## src/design/ledsa_pkg.sv

```systemverilog
// Shared types, constants and tables for the LED strip animation engine.
// No dependencies; imported by ledsa_fade_unit and led_strip_animation_engine_unit.
package ledsa_pkg;

  localparam int LED_COUNT = 16;
  localparam int IDX_W     = (LED_COUNT > 1) ? $clog2(LED_COUNT) : 1;
  localparam int HALF      = LED_COUNT / 2;
  localparam int PIX_W     = 6;
  localparam int CH_W      = 8;
  localparam int COLOR_W   = 3 * CH_W;
  localparam int LEVEL_W   = 5;
  localparam int FSTEP_W   = 6;
  localparam int BSTEP_W   = 5;
  localparam int PROD_W    = 13;

  localparam logic CMD_TICK = 1'b0;
  localparam logic CMD_SET  = 1'b1;

  // fade triangle: 0 .. 30 .. 0 over 61 ticks
  localparam logic [FSTEP_W-1:0] FADE_WRAP = FSTEP_W'(60);
  localparam logic [FSTEP_W-1:0] FADE_PEAK = FSTEP_W'(30);
  // divide by 30: multiply by floor(2^17/30), then one correction step
  localparam logic [PROD_W-1:0]  DIV_30      = PROD_W'(30);
  localparam logic [PROD_W-1:0]  RECIP_30    = PROD_W'(4369);
  localparam int                 RECIP_SHIFT = 17;

  localparam logic [BSTEP_W-1:0] BLINK_FIRST  = BSTEP_W'(10);
  localparam logic [BSTEP_W-1:0] BLINK_SECOND = BSTEP_W'(20);

  typedef enum logic [2:0] {
    MODE_OFF     = 3'd0,
    MODE_SOLID   = 3'd1,
    MODE_FADE    = 3'd2,
    MODE_BLINK   = 3'd3,
    MODE_RAINBOW = 3'd4
  } mode_t;

  typedef enum logic [1:0] {
    ST_IDLE,
    ST_SCALE,
    ST_EMIT
  } eng_state_t;

  typedef enum logic [1:0] {
    FS_IDLE,
    FS_MUL,
    FS_REC,
    FS_COR
  } fade_state_t;

  typedef enum logic [1:0] {
    BP_HOLD,
    BP_FIRST,
    BP_SECOND
  } blink_phase_t;

  typedef struct packed {
    logic               start;
    logic [LEVEL_W-1:0] level;
  } fade_req_t;

  typedef logic [CH_W-1:0] base_tab_t [LED_COUNT];

  function automatic base_tab_t make_wheel_base();
    base_tab_t t;
    for (int k = 0; k < LED_COUNT; k++) begin
      t[k] = CH_W'((k * 256) / LED_COUNT);
    end
    return t;
  endfunction

  // wheel start position of each LED
  localparam base_tab_t WHEEL_BASE = make_wheel_base();

  function automatic logic [COLOR_W-1:0] wheel_color(input logic [CH_W-1:0] pos);
    logic [CH_W-1:0] p;
    logic [CH_W-1:0] up;
    logic [CH_W-1:0] dn;
    p = pos;
    if (pos >= CH_W'(170)) begin
      p = pos - CH_W'(170);
    end else if (pos >= CH_W'(85)) begin
      p = pos - CH_W'(85);
    end
    up = CH_W'({p, 1'b0}) + p;
    dn = CH_W'(255) - up;
    if (pos < CH_W'(85)) begin
      wheel_color = {up, dn, CH_W'(0)};
    end else if (pos < CH_W'(170)) begin
      wheel_color = {dn, CH_W'(0), up};
    end else begin
      wheel_color = {CH_W'(0), up, dn};
    end
  endfunction

endpackage

```

## src/design/ledsa_fade_unit.sv

```systemverilog
// Fade scaler: each channel times level / 30, truncating, one shared multiplier.
// Depends on ledsa_pkg.
module ledsa_fade_unit import ledsa_pkg::*; (
  input  logic               clk,
  input  logic               rst,
  input  fade_req_t          req,
  input  logic [COLOR_W-1:0] color,
  output logic               done,
  output logic [COLOR_W-1:0] scaled
);

  fade_state_t          state;
  fade_state_t          state_next;
  logic [1:0]           ch;
  logic [LEVEL_W-1:0]   level;
  logic [PROD_W-1:0]    prod;
  logic [CH_W-1:0]      q;
  logic [CH_W-1:0]      chan;
  logic [PROD_W-1:0]    mul_a;
  logic [PROD_W-1:0]    mul_b;
  logic [2*PROD_W-1:0]  mul_p;
  logic [PROD_W-1:0]    q30;
  logic [PROD_W-1:0]    rem;
  logic [CH_W-1:0]      q_fix;

  always_comb begin
    case (ch)
      2'd0:    chan = color[3*CH_W-1:2*CH_W];
      2'd1:    chan = color[2*CH_W-1:CH_W];
      default: chan = color[CH_W-1:0];
    endcase
  end

  // the one multiplier: channel x level, then product x reciprocal
  always_comb begin
    if (state == FS_REC) begin
      mul_a = prod;
      mul_b = RECIP_30;
    end else begin
      mul_a = PROD_W'(chan);
      mul_b = PROD_W'(level);
    end
    mul_p = mul_a * mul_b;
  end

  // estimate is never high; at most one short
  assign q30   = PROD_W'({q, 5'b0}) - PROD_W'({q, 1'b0});
  assign rem   = prod - q30;
  assign q_fix = (rem >= DIV_30) ? q + CH_W'(1) : q;

  always_ff @(posedge clk) begin
    if (rst) begin
      state <= FS_IDLE;
    end else begin
      state <= state_next;
    end
  end

  always_comb begin
    state_next = state;
    case (state)
      FS_IDLE: if (req.start) state_next = FS_MUL;
      FS_MUL:  state_next = FS_REC;
      FS_REC:  state_next = FS_COR;
      FS_COR: begin
        if (ch == 2'd2) begin
          state_next = FS_IDLE;
        end else begin
          state_next = FS_MUL;
        end
      end
      default: state_next = FS_IDLE;
    endcase
  end

  // done follows the last channel write, so all of scaled is settled
  always_ff @(posedge clk) begin
    if (rst) begin
      done <= 1'b0;
    end else begin
      done <= (state == FS_COR) && (ch == 2'd2);
    end
  end

  always_ff @(posedge clk) begin
    if (rst) begin
      ch <= 2'd0;
    end else if (state == FS_IDLE && req.start) begin
      ch <= 2'd0;
    end else if (state == FS_COR) begin
      ch <= ch + 2'd1;
    end
  end

  always_ff @(posedge clk) begin
    if (state == FS_IDLE && req.start) begin
      level <= req.level;
    end
    if (state == FS_MUL) begin
      prod <= mul_p[PROD_W-1:0];
    end
    if (state == FS_REC) begin
      q <= mul_p[RECIP_SHIFT+CH_W-1:RECIP_SHIFT];
    end
    if (state == FS_COR) begin
      case (ch)
        2'd0:    scaled[3*CH_W-1:2*CH_W] <= q_fix;
        2'd1:    scaled[2*CH_W-1:CH_W]   <= q_fix;
        default: scaled[CH_W-1:0]        <= q_fix;
      endcase
    end
  end

endmodule

```

## src/design/led_strip_animation_engine_unit.sv

```systemverilog
// LED strip animation engine top level: command intake, frame sequencer,
// frame store and pixel output register. Depends on ledsa_pkg, ledsa_fade_unit.
//
//  channel | valid / stall        | payload
//  --------+----------------------+-------------------------------------------------
//  cmd     | cmd_valid/cmd_stall  | command, mode, red_in, green_in, blue_in
//  pix     | pix_valid/pix_stall  | pixel_index, red_out, green_out, blue_out, last_pixel
//
// A set transaction or a tick that renders nothing does not raise cmd_stall.
// A rendering tick emits LED_COUNT pixels, one per cycle while pix is not stalled;
// fade first scales the colour through the shared multiplier (3 channels x 3 steps),
// then hands over the scaled color.
// cmd_stall is high from an accepted rendering tick until its last pixel is loaded.
// Synchronous reset clears the mode, colour, counters and the frame store.
// The pixel output register holds its transaction while pix_stall is high.
module led_strip_animation_engine_unit import ledsa_pkg::*; (
  input  logic             clk,
  input  logic             rst,
  input  logic             cmd_valid,
  output logic             cmd_stall,
  input  logic             command,
  input  logic [2:0]       mode,
  input  logic [CH_W-1:0]  red_in,
  input  logic [CH_W-1:0]  green_in,
  input  logic [CH_W-1:0]  blue_in,
  output logic             pix_valid,
  input  logic             pix_stall,
  output logic [PIX_W-1:0] pixel_index,
  output logic [CH_W-1:0]  red_out,
  output logic [CH_W-1:0]  green_out,
  output logic [CH_W-1:0]  blue_out,
  output logic             last_pixel
);

  eng_state_t            state;
  eng_state_t            state_next;

  // animation state
  logic [2:0]            current_mode;
  logic [COLOR_W-1:0]    current_color;
  logic                  pending_solid;
  logic [FSTEP_W-1:0]    fade_step;
  logic [BSTEP_W-1:0]    blink_step;
  logic [CH_W-1:0]       wheel_offset;
  logic [COLOR_W-1:0]    frame_store [LED_COUNT];

  // per-frame working registers
  logic [COLOR_W-1:0]    fill_color;
  blink_phase_t          blink_phase;
  logic [IDX_W-1:0]      pix;

  logic                  cmd_take;
  logic                  is_tick;
  logic                  go_solid;
  logic                  go_fade;
  logic                  go_emit;
  logic                  out_free;
  logic                  pixel_step;
  logic                  pix_last;
  logic [FSTEP_W-1:0]    fade_cur;
  logic [FSTEP_W-1:0]    fade_tri;
  logic [COLOR_W-1:0]    pix_color;
  logic [IDX_W:0]        pix_wide;
  fade_req_t             fade_req;
  logic                  fade_done;
  logic [COLOR_W-1:0]    fade_scaled;

  assign cmd_stall = (state != ST_IDLE);
  assign cmd_take  = cmd_valid && !cmd_stall;
  assign is_tick   = cmd_take && (command == CMD_TICK);

  // which tick kinds start a frame
  assign go_solid = is_tick && (current_mode == MODE_SOLID) && pending_solid;
  assign go_fade  = is_tick && (current_mode == MODE_FADE);
  assign go_emit  = is_tick && ((current_mode == MODE_BLINK) ||
                                (current_mode == MODE_RAINBOW) || go_solid);

  // fade triangle level from the step counter
  assign fade_cur = (fade_step > FADE_WRAP) ? FSTEP_W'(0) : fade_step;
  assign fade_tri = (fade_cur > FADE_PEAK) ? (FADE_WRAP - fade_cur) : fade_cur;

  assign fade_req.start = go_fade;
  assign fade_req.level = fade_tri[LEVEL_W-1:0];

  ledsa_fade_unit u_fade (
    .clk    (clk),
    .rst    (rst),
    .req    (fade_req),
    .color  (current_color),
    .done   (fade_done),
    .scaled (fade_scaled)
  );

  // output slot free when empty or being taken this edge
  assign out_free   = !pix_valid || !pix_stall;
  assign pixel_step = (state == ST_EMIT) && out_free;
  assign pix_last   = (pix == IDX_W'(LED_COUNT - 1));
  assign pix_wide   = {1'b0, pix};

  // color of the current pixel; also written back to the frame store
  always_comb begin
    case (current_mode)
      MODE_BLINK: begin
        case (blink_phase)
          BP_FIRST:  pix_color = (pix_wide < (IDX_W+1)'(HALF)) ? current_color : '0;
          BP_SECOND: pix_color = (pix_wide >= (IDX_W+1)'(HALF) &&
                                  pix_wide < (IDX_W+1)'(2 * HALF)) ? current_color : '0;
          default:   pix_color = frame_store[pix];
        endcase
      end
      MODE_RAINBOW: pix_color = wheel_color(WHEEL_BASE[pix] + wheel_offset);
      default:      pix_color = fill_color;
    endcase
  end

  always_ff @(posedge clk) begin
    if (rst) begin
      state <= ST_IDLE;
    end else begin
      state <= state_next;
    end
  end

  always_comb begin
    state_next = state;
    case (state)
      ST_IDLE: begin
        if (go_fade) begin
          state_next = ST_SCALE;
        end else if (go_emit) begin
          state_next = ST_EMIT;
        end
      end
      ST_SCALE: if (fade_done) state_next = ST_EMIT;
      ST_EMIT:  if (pixel_step && pix_last) state_next = ST_IDLE;
      default:  state_next = ST_IDLE;
    endcase
  end

  // animation state and frame store
  always_ff @(posedge clk) begin
    if (rst) begin
      current_mode  <= MODE_OFF;
      current_color <= '0;
      pending_solid <= 1'b0;
      fade_step     <= '0;
      blink_step    <= '0;
      wheel_offset  <= '0;
      blink_phase   <= BP_HOLD;
      for (int k = 0; k < LED_COUNT; k++) begin
        frame_store[k] <= '0;
      end
    end else begin
      if (cmd_take && command == CMD_SET) begin
        current_mode  <= mode;
        current_color <= {red_in, green_in, blue_in};
        pending_solid <= 1'b1;
      end
      if (go_solid) begin
        pending_solid <= 1'b0;
      end
      if (go_fade) begin
        fade_step <= fade_cur + FSTEP_W'(1);
      end
      if (is_tick && current_mode == MODE_BLINK) begin
        if (blink_step == BLINK_FIRST) begin
          blink_phase <= BP_FIRST;
          blink_step  <= blink_step + BSTEP_W'(1);
        end else if (blink_step == BLINK_SECOND) begin
          blink_phase <= BP_SECOND;
          blink_step  <= BSTEP_W'(1);
        end else begin
          blink_phase <= BP_HOLD;
          blink_step  <= blink_step + BSTEP_W'(1);
        end
      end
      if (pixel_step) begin
        frame_store[pix] <= pix_color;
        if (pix_last && current_mode == MODE_RAINBOW) begin
          wheel_offset <= wheel_offset + CH_W'(1);
        end
      end
    end
  end

  // pixel counter
  always_ff @(posedge clk) begin
    if (rst) begin
      pix <= '0;
    end else if (pixel_step) begin
      pix <= pix_last ? '0 : pix + IDX_W'(1);
    end
  end

  // frame fill color for solid and fade
  always_ff @(posedge clk) begin
    if (go_solid) begin
      fill_color <= current_color;
    end else if (state == ST_SCALE && fade_done) begin
      fill_color <= fade_scaled;
    end
  end

  // pixel output register
  always_ff @(posedge clk) begin
    if (rst) begin
      pix_valid <= 1'b0;
    end else if (pixel_step) begin
      pix_valid <= 1'b1;
    end else if (!pix_stall) begin
      pix_valid <= 1'b0;
    end
  end

  always_ff @(posedge clk) begin
    if (pixel_step) begin
      pixel_index <= PIX_W'(pix);
      red_out     <= pix_color[3*CH_W-1:2*CH_W];
      green_out   <= pix_color[2*CH_W-1:CH_W];
      blue_out    <= pix_color[CH_W-1:0];
      last_pixel  <= pix_last;
    end
  end

endmodule
```

## config.mk

```make
export PLATFORM = sky130hd
export DESIGN_NAME = led_strip_animation_engine_unit
export DESIGN_NICKNAME = d
export VERILOG_FILES = /design/src/design/ledsa_pkg.sv /design/src/design/ledsa_fade_unit.sv /design/src/design/led_strip_animation_engine_unit.sv
export SDC_FILE = /design/constraint.sdc
export NUM_CORES = 1
export LEC_CHECK = 0
export ABC_AREA = 1
export BUFFER_PORTS_ARGS = -buffer_cell sky130_fd_sc_hd__buf_2
export CORE_MARGIN = 4
export CORE_UTILIZATION = 32
export CTS_BUF_LIST = sky130_fd_sc_hd__clkbuf_16
export DETAILED_ROUTE_END_ITERATION = 8
export PLACE_DENSITY_LB_ADDON = 0.25
export SETUP_SLACK_MARGIN = 0.2
export SLEW_MARGIN = 20
export SYNTH_ARGS = -nofsm -noshare
export SYNTH_HDL_FRONTEND = slang
export SYNTH_SLANG_ARGS = --single-unit
export TNS_END_PERCENT = 1
```

## constraint.sdc

```tcl
create_clock -name clk -period 8.5 [get_ports clk]
set_clock_uncertainty 0.1 [all_clocks]
set_input_delay 0.85 -clock clk [delete_from_list [all_inputs] [get_ports clk]]
set_output_delay 0.85 -clock clk [all_outputs]
set_load 0.03 [all_outputs]
```

* Word-level counts from Yosys, hierarchy flattened
Memories as Yosys holds them, arrays and structs flattened. A register that Yosys moved wholly into a read port is not among the register bits.
Index checks and enable logic that the tools add are counted.
Widths: inputs -> output; s select.
** Storage, ports and cells
- Bits in registers :: 164
- RAM bits :: 384
- Memory bits (read-only) :: 128
- Input bits :: 32
- Output and inout bits :: 33
- Logic and storage cells :: 156
- Memories :: 2
** Memory list
- frame_store :: words 16, bits a word 24, rd ports 1, clocked after Yosys merged registers in 1, write ports 16, line led_strip_animation_engine_unit.sv:45 : logic [COLOR_W-1:0] frame_store [LED_COUNT];
- (no name shown) :: words 16, bits a word 8, rd ports 1, clocked after Yosys merged registers in 0, write ports 0, line led_strip_animation_engine_unit.sv:111 : MODE_RAINBOW: pix_color = wheel_color(WHEEL_BASE[pix] + wheel_offset);
** Operators by class
- $add $sub $neg :: 14
- Multiply operators :: 1
- Magnitude comparators :: 11
- Equal/unequal tests :: 21
- Muxes and demuxes :: 44
- Bitwise operators :: 3
- Reduce and logical (&&, ||, !) cells :: 35
** Operators by type and width (number)
- $mux 24 :: 7
- $pmux 24 s2 :: 2
- $mux 8 :: 6
- $mux 13 :: 2
- $mul 13x13->25 :: 1
- $reduce_or 24->1 :: 1
- $add 8x1->8 const B :: 2
- $add 8x8->8 :: 2
- $mux 4 :: 4
- $pmux 8 s2 :: 1
- $logic_and 1x1->1 :: 15
- $mux 5 :: 3
- $mux 2 :: 7
- $ge 13x5->1 const B :: 1
- $sub 13x13->13 :: 1
- $sub 13x9->13 :: 1
- $eq 2x2->1 const B :: 5
- $mux 1 :: 9
- $eq 2x1->1 const B :: 4
- $ge 8x7->1 const B :: 1
- $ge 8x8->1 const B :: 1
- $lt 8x7->1 const B :: 1
- $lt 8x8->1 const B :: 1
- $pmux 2 s4 :: 1
- 34 further kinds :: 50

* Longest topological paths before layout
- Word-level depth :: 15
- Mapped depth :: 31

* By module
A second synthesis with hierarchy kept.
** Unflattened totals
- Cell total of the unflattened synthesis :: 3190
- Area total of the unflattened synthesis :: 30501.8 um^2
** By module, submodules not included
- led_strip_animation_engine_unit :: times used 1, cells an instance 2363, area an instance 23824.1 um^2
- ledsa_fade_unit :: times used 1, cells an instance 827, area an instance 6677.7 um^2

* Worst setup path after synthesis
No wires, ideal clock.
- Path kind :: flip-flop to flip-flop
- Start :: register u_fade.state[0]
- End :: register u_fade.q[2], data pin
- Data arrival time :: 5.207 ns
- Required time :: 8.141 ns
- Slack :: 2.935 ns
- Stages on the path, launching flop included :: 25
- Buffers on the path :: 2
- Period minus slack after synthesis :: 5.565 ns
- Cell sequence :: dfxtp_1 inv_1 ha_1 clkbuf_1 clkbuf_1 nor2_1 inv_1 nor2_1 fa_1 inv_1 fa_1 inv_1 ha_1 inv_1 fa_1 fa_1 inv_1 ha_1 nand2_1 o21ai_0 a21oi_1 o21ai_0 nand2_1 nand2_1 xor2_1
** On the way
- Word-level cells in the longest chain between the ends :: 3
- Elaborated cells on any way between the ends :: 4
** Ends and longest elaborated chain
- start: declaration :: line ledsa_fade_unit.sv:12 : fade_state_t state;
- start signal: assignment :: line ledsa_fade_unit.sv:55 : state <= state_next;
- $eq 2x2->1 * :: line ledsa_fade_unit.sv:36 : if (state == FS_REC) begin
- $mux 13 :: line ledsa_fade_unit.sv:36
- $mul 13x13->25 * :: line ledsa_fade_unit.sv:43 : mul_p = mul_a * mul_b;
- net u_fade.mul_p[19] :: line ledsa_fade_unit.sv:21 : logic [2*PROD_W-1:0] mul_p;
- end signal: assignment :: line ledsa_fade_unit.sv:103 : q <= mul_p[RECIP_SHIFT+CH_W-1:RECIP_SHIFT];
- end: declaration :: line ledsa_fade_unit.sv:17 : logic [CH_W-1:0] q;
Mark *: on every way through the listed nets, which the timed path passes. The rest lies on a longest branch.
A chain may end at the register's enable or synchronous reset.

* Worst setup path after layout
- Start :: register u_fade.ch[0]
- End :: register u_fade.q[2], data pin
** On the way
- Word-level cells in the longest chain between the ends :: 4
- Elaborated cells on any way between the ends :: 5
** Ends and longest elaborated chain
- start: declaration :: line ledsa_fade_unit.sv:14 : logic [1:0] ch;
- start signal: assignment :: line ledsa_fade_unit.sv:91 : ch <= ch + 2'd1;
- $eq 2x1->1 or $logic_not 2->1 (tied branches) :: line ledsa_fade_unit.sv:27 : case (ch)
- $pmux 8 s2 * :: line ledsa_fade_unit.sv:27
- $mux 13 * :: line ledsa_fade_unit.sv:36
- $mul 13x13->25 * :: line ledsa_fade_unit.sv:43
- net u_fade.mul_p[19] :: line ledsa_fade_unit.sv:21
Marked as above.

==> flow_summary.ini <==
[clock_network]
clk_pin_slew_ps = 60
worst_skew_pair.late_latency_ps = 630
htreeDepth = 2
post_cts_buffers = 0
cts_hold_buf = 0
cts_max_path_buffers = 3
ctsResizeCount = 0
clock-sinks = 552
cts_inserted_buffers = 59
cts_tree = done
cts_root_buf = clkbuf_16

[detailed_routing]
drt-total-wl_um = 90400
vias = 22399
via_per_inst = 5.03
first_iter_violations = 1846
wl_per_cell_um = 20.3
remaining_drc_errors = 0
drt-pass1-iter-count = 6
ant_nets = 0

[outcome]
status = complete, no violations

[pwr]
p_leak_nw = 13.9
vdd_drop_max_v = 0.000166
power.internal_w = 0.00519
p_comb_frac = 0.246
total_power_w = 0.00765
p_per_area_mw_per_mm2 = 229
p_sw_w = 0.00246
p_sw_frac = 0.321
seqPwrFrac = 0.420
clock_power_share = 0.334

[placed_design]
io_buffers = 62
pre_cts_ws_ps = 2790
dpl.hpwl_um = 57600
globalplace.congestion = 0.853

[synth]
synthTopCellsByArea = edfxtp_1 (49%), nand2_1 (7.0%), ha_1 (6.3%)
synth_edf_count = 487
ys_seq_elements = 552
syn_area_sq_mm = 0.0300
synth_seq_area_share = 0.532
netlist_instances = 3149
ys_types = 60
synth_area_per_cell_sq_um = 9.51
synth.top_cell.area_share = 0.488
postSynth.asyncResetShare = 0
ys.warnings.count = 0
yosys.area.top_type = edfxtp_1
synth_flop_cell = edfxtp_1

[min_path]
min_path_cells = 2
min_path_type = register to register

[cells_and_area]
synthToLayoutAreaGrowth_pct = 11.4
antenna_cells = 0
drive_gt1_frac = 0.0893
nNetsFinal = 3400

[floorplan]
die_h_um = 314
die_w_um = 314
core_area_sq_mm = 0.0922
num_rows = 111
start_util = 0.325
ios = 65
dieArea_sq_mm = 0.0986

[global_routing]
antenna_found_initial = 1
grt_pass1_wl_um = 137000
grt_overflow_total = 0
track_usage = 0.182
grt_pass1_vias = 21962
grt_max_degree = 115

[worst_setup_path]
crit_fanout = 8
cp-end-kind = register
r2r_cells = 24
start_kind = register
worst-endpoint-required_ps = 8770
crit_type = register to register
arrival_ps = 6030

[timing]
grt_setup_unrepaired = false
fin_crit_sh = 0.678
setup_tns_ps = 0
hold-worst-slack_ps = 378
setup_viol = 0
worst_slew_pin_slew_ps = 1120
finalHoldViolations = 0
layout_min_cycle_time_ps = 5760
finalMaxSlewViolations = 0
fin_ws_ps = 2740
fmax_mhz = 174
slew_headroom = 0.249

[job]
drv_cap = 0
==> registers in the layout (all words and copies together), names as in the netlist, 3 cells and up, named ones only <==
signal,count
blink_step,5
blue_out,8
current_color,24
current_mode,3
fade_step,6
fill_color,24
frame_store,384
green_out,8
pix,4
pixel_index,4
red_out,8
u_fade.level,5
u_fade.prod,13
u_fade.q,8
u_fade.scaled,24
wheel_offset,8
==> power by group through the flow <==
stage | Sequential, W | Clock (W) | Combinational (W)
final | 0.00321 | 0.00255 | 0.00188
after global routing | 0.00322 | 0.00272 | 0.00218
after CTS | 0.00321 | 0.00260 | 0.00190
after detailed placement | 0.00327 | 0 | 0.00189
after global placement | 0.00327 | 0 | 0.00189
after floorplan | 0.00323 | 0 | 0.00139
==> critical path, cell delays in order (launching register included) <==
cell and delay (ps):
dfxtp_1 360, inv_1 90, ha_1 240, nor2_1 390, a21oi_1 140, nor2_1 140
inv_1 100, nor2_1 140, fa_1 460, fa_1 490, ha_1 300, ha_1 280
inv_1 50, fa_1 520, inv_1 40, ha_1 350, a21oi_1 220, nand2_1 120
a31oi_1 220, o21ai_0 170, a21oi_1 150, o21ai_0 140, nand2_1 100, nand2_1 60
xor2_1 150
==> Yosys cell counts, types with 28 or more instances <==
cell type	n
nand2_1	555
fa_1	53
xor2_1	33
edfxtp_1	487
a21oi_1	227
nor2_1	481
nand3_1	169
ha_1	150
o21ai_0	154
buf_2	65
dfxtp_1	65
inv_2	28
inv_1	319
clkbuf_1	75
==> layer usage <==
| metal | vias to the layer above | track usage | wire, um |
|---|---|---|---|
| li1 | 10616 | - | - |
| met1 | 10951 | 0.255 | 40500 |
| met2 | 692 | 0.294 | 41400 |
| met3 | 140 | 0.0304 | 6130 |
| met4 | 0 | 0.0483 | 2350 |
| met5 | - | 0 | 0 |
==> layout by cell type (no fill, tap or decap), types with 17 or more instances in the layout <==
master,count
a21oi_1,227
nor2_1,481
edfxtp_1,487
xor2_1,33
a221oi_1,24
buf_4,52
nand2_1,554
buf_2,62
ha_1,150
o21ai_0,154
dfxtp_1,61
inv_1,332
nor3_1,19
conb_1,17
clkbuf_16,61
fa_1,53
nand3_1,168
inv_2,31
o22ai_1,20
==> layout make-up <==
class / instances / area (sq um)
tap: 1243 / 1560
sequential: 552 / 15900
clock inverter: 48 / 368
multi-input combinational: 2089 / 12000
inverter: 349 / 1320
fill: 9404 / 58900
clock buffer: 61 / 1530
timing repair buffer: 114 / 701
==> worst paths after layout <==
| kind | start | to | slack (ps) |
|---|---|---|---|
| worst min-delay path | pending_solid$_SDFFE_PP0P_ | pending_solid$_SDFFE_PP0P_ | 380 |
| worst min register to register | pending_solid$_SDFFE_PP0P_ | pending_solid$_SDFFE_PP0P_ | 380 |
| worst max-delay path | u_fade.ch[0]$_SDFFE_PP0N_ | u_fade.q[2]$_DFFE_PN_ | 2740 |
| worst max register to register | u_fade.ch[0]$_SDFFE_PP0N_ | u_fade.q[2]$_DFFE_PN_ | 2740 |
==> cell families (layout without fill, tap and decap cells) <==
group / count (synthesis) / after routing / synth area share
other cells: 2 / 17 / 0.000251
mux: 13 / 13 / 0.00434
xor+xnor: 43 / 43 / 0.0126
buf+inv: 523 / 572 / 0.0714
fa+ha+maj: 203 / 203 / 0.0981
simple gates: 1285 / 1285 / 0.179
compound gates: 528 / 528 / 0.103
flops: 552 / 552 / 0.532
==> stage by stage <==
stage,util,cells,instance area [sq um]
2_1_floorplan,-,3164,30000
3_3_place_gp,0.341,4347,31500
3_5_place_dp,0.341,4347,31500
4_1_cts,0.362,4456,33400
5_1_grt,0.362,4456,33400
6_report,0.362,4456,33400
(Power assumes the default switching activity.)
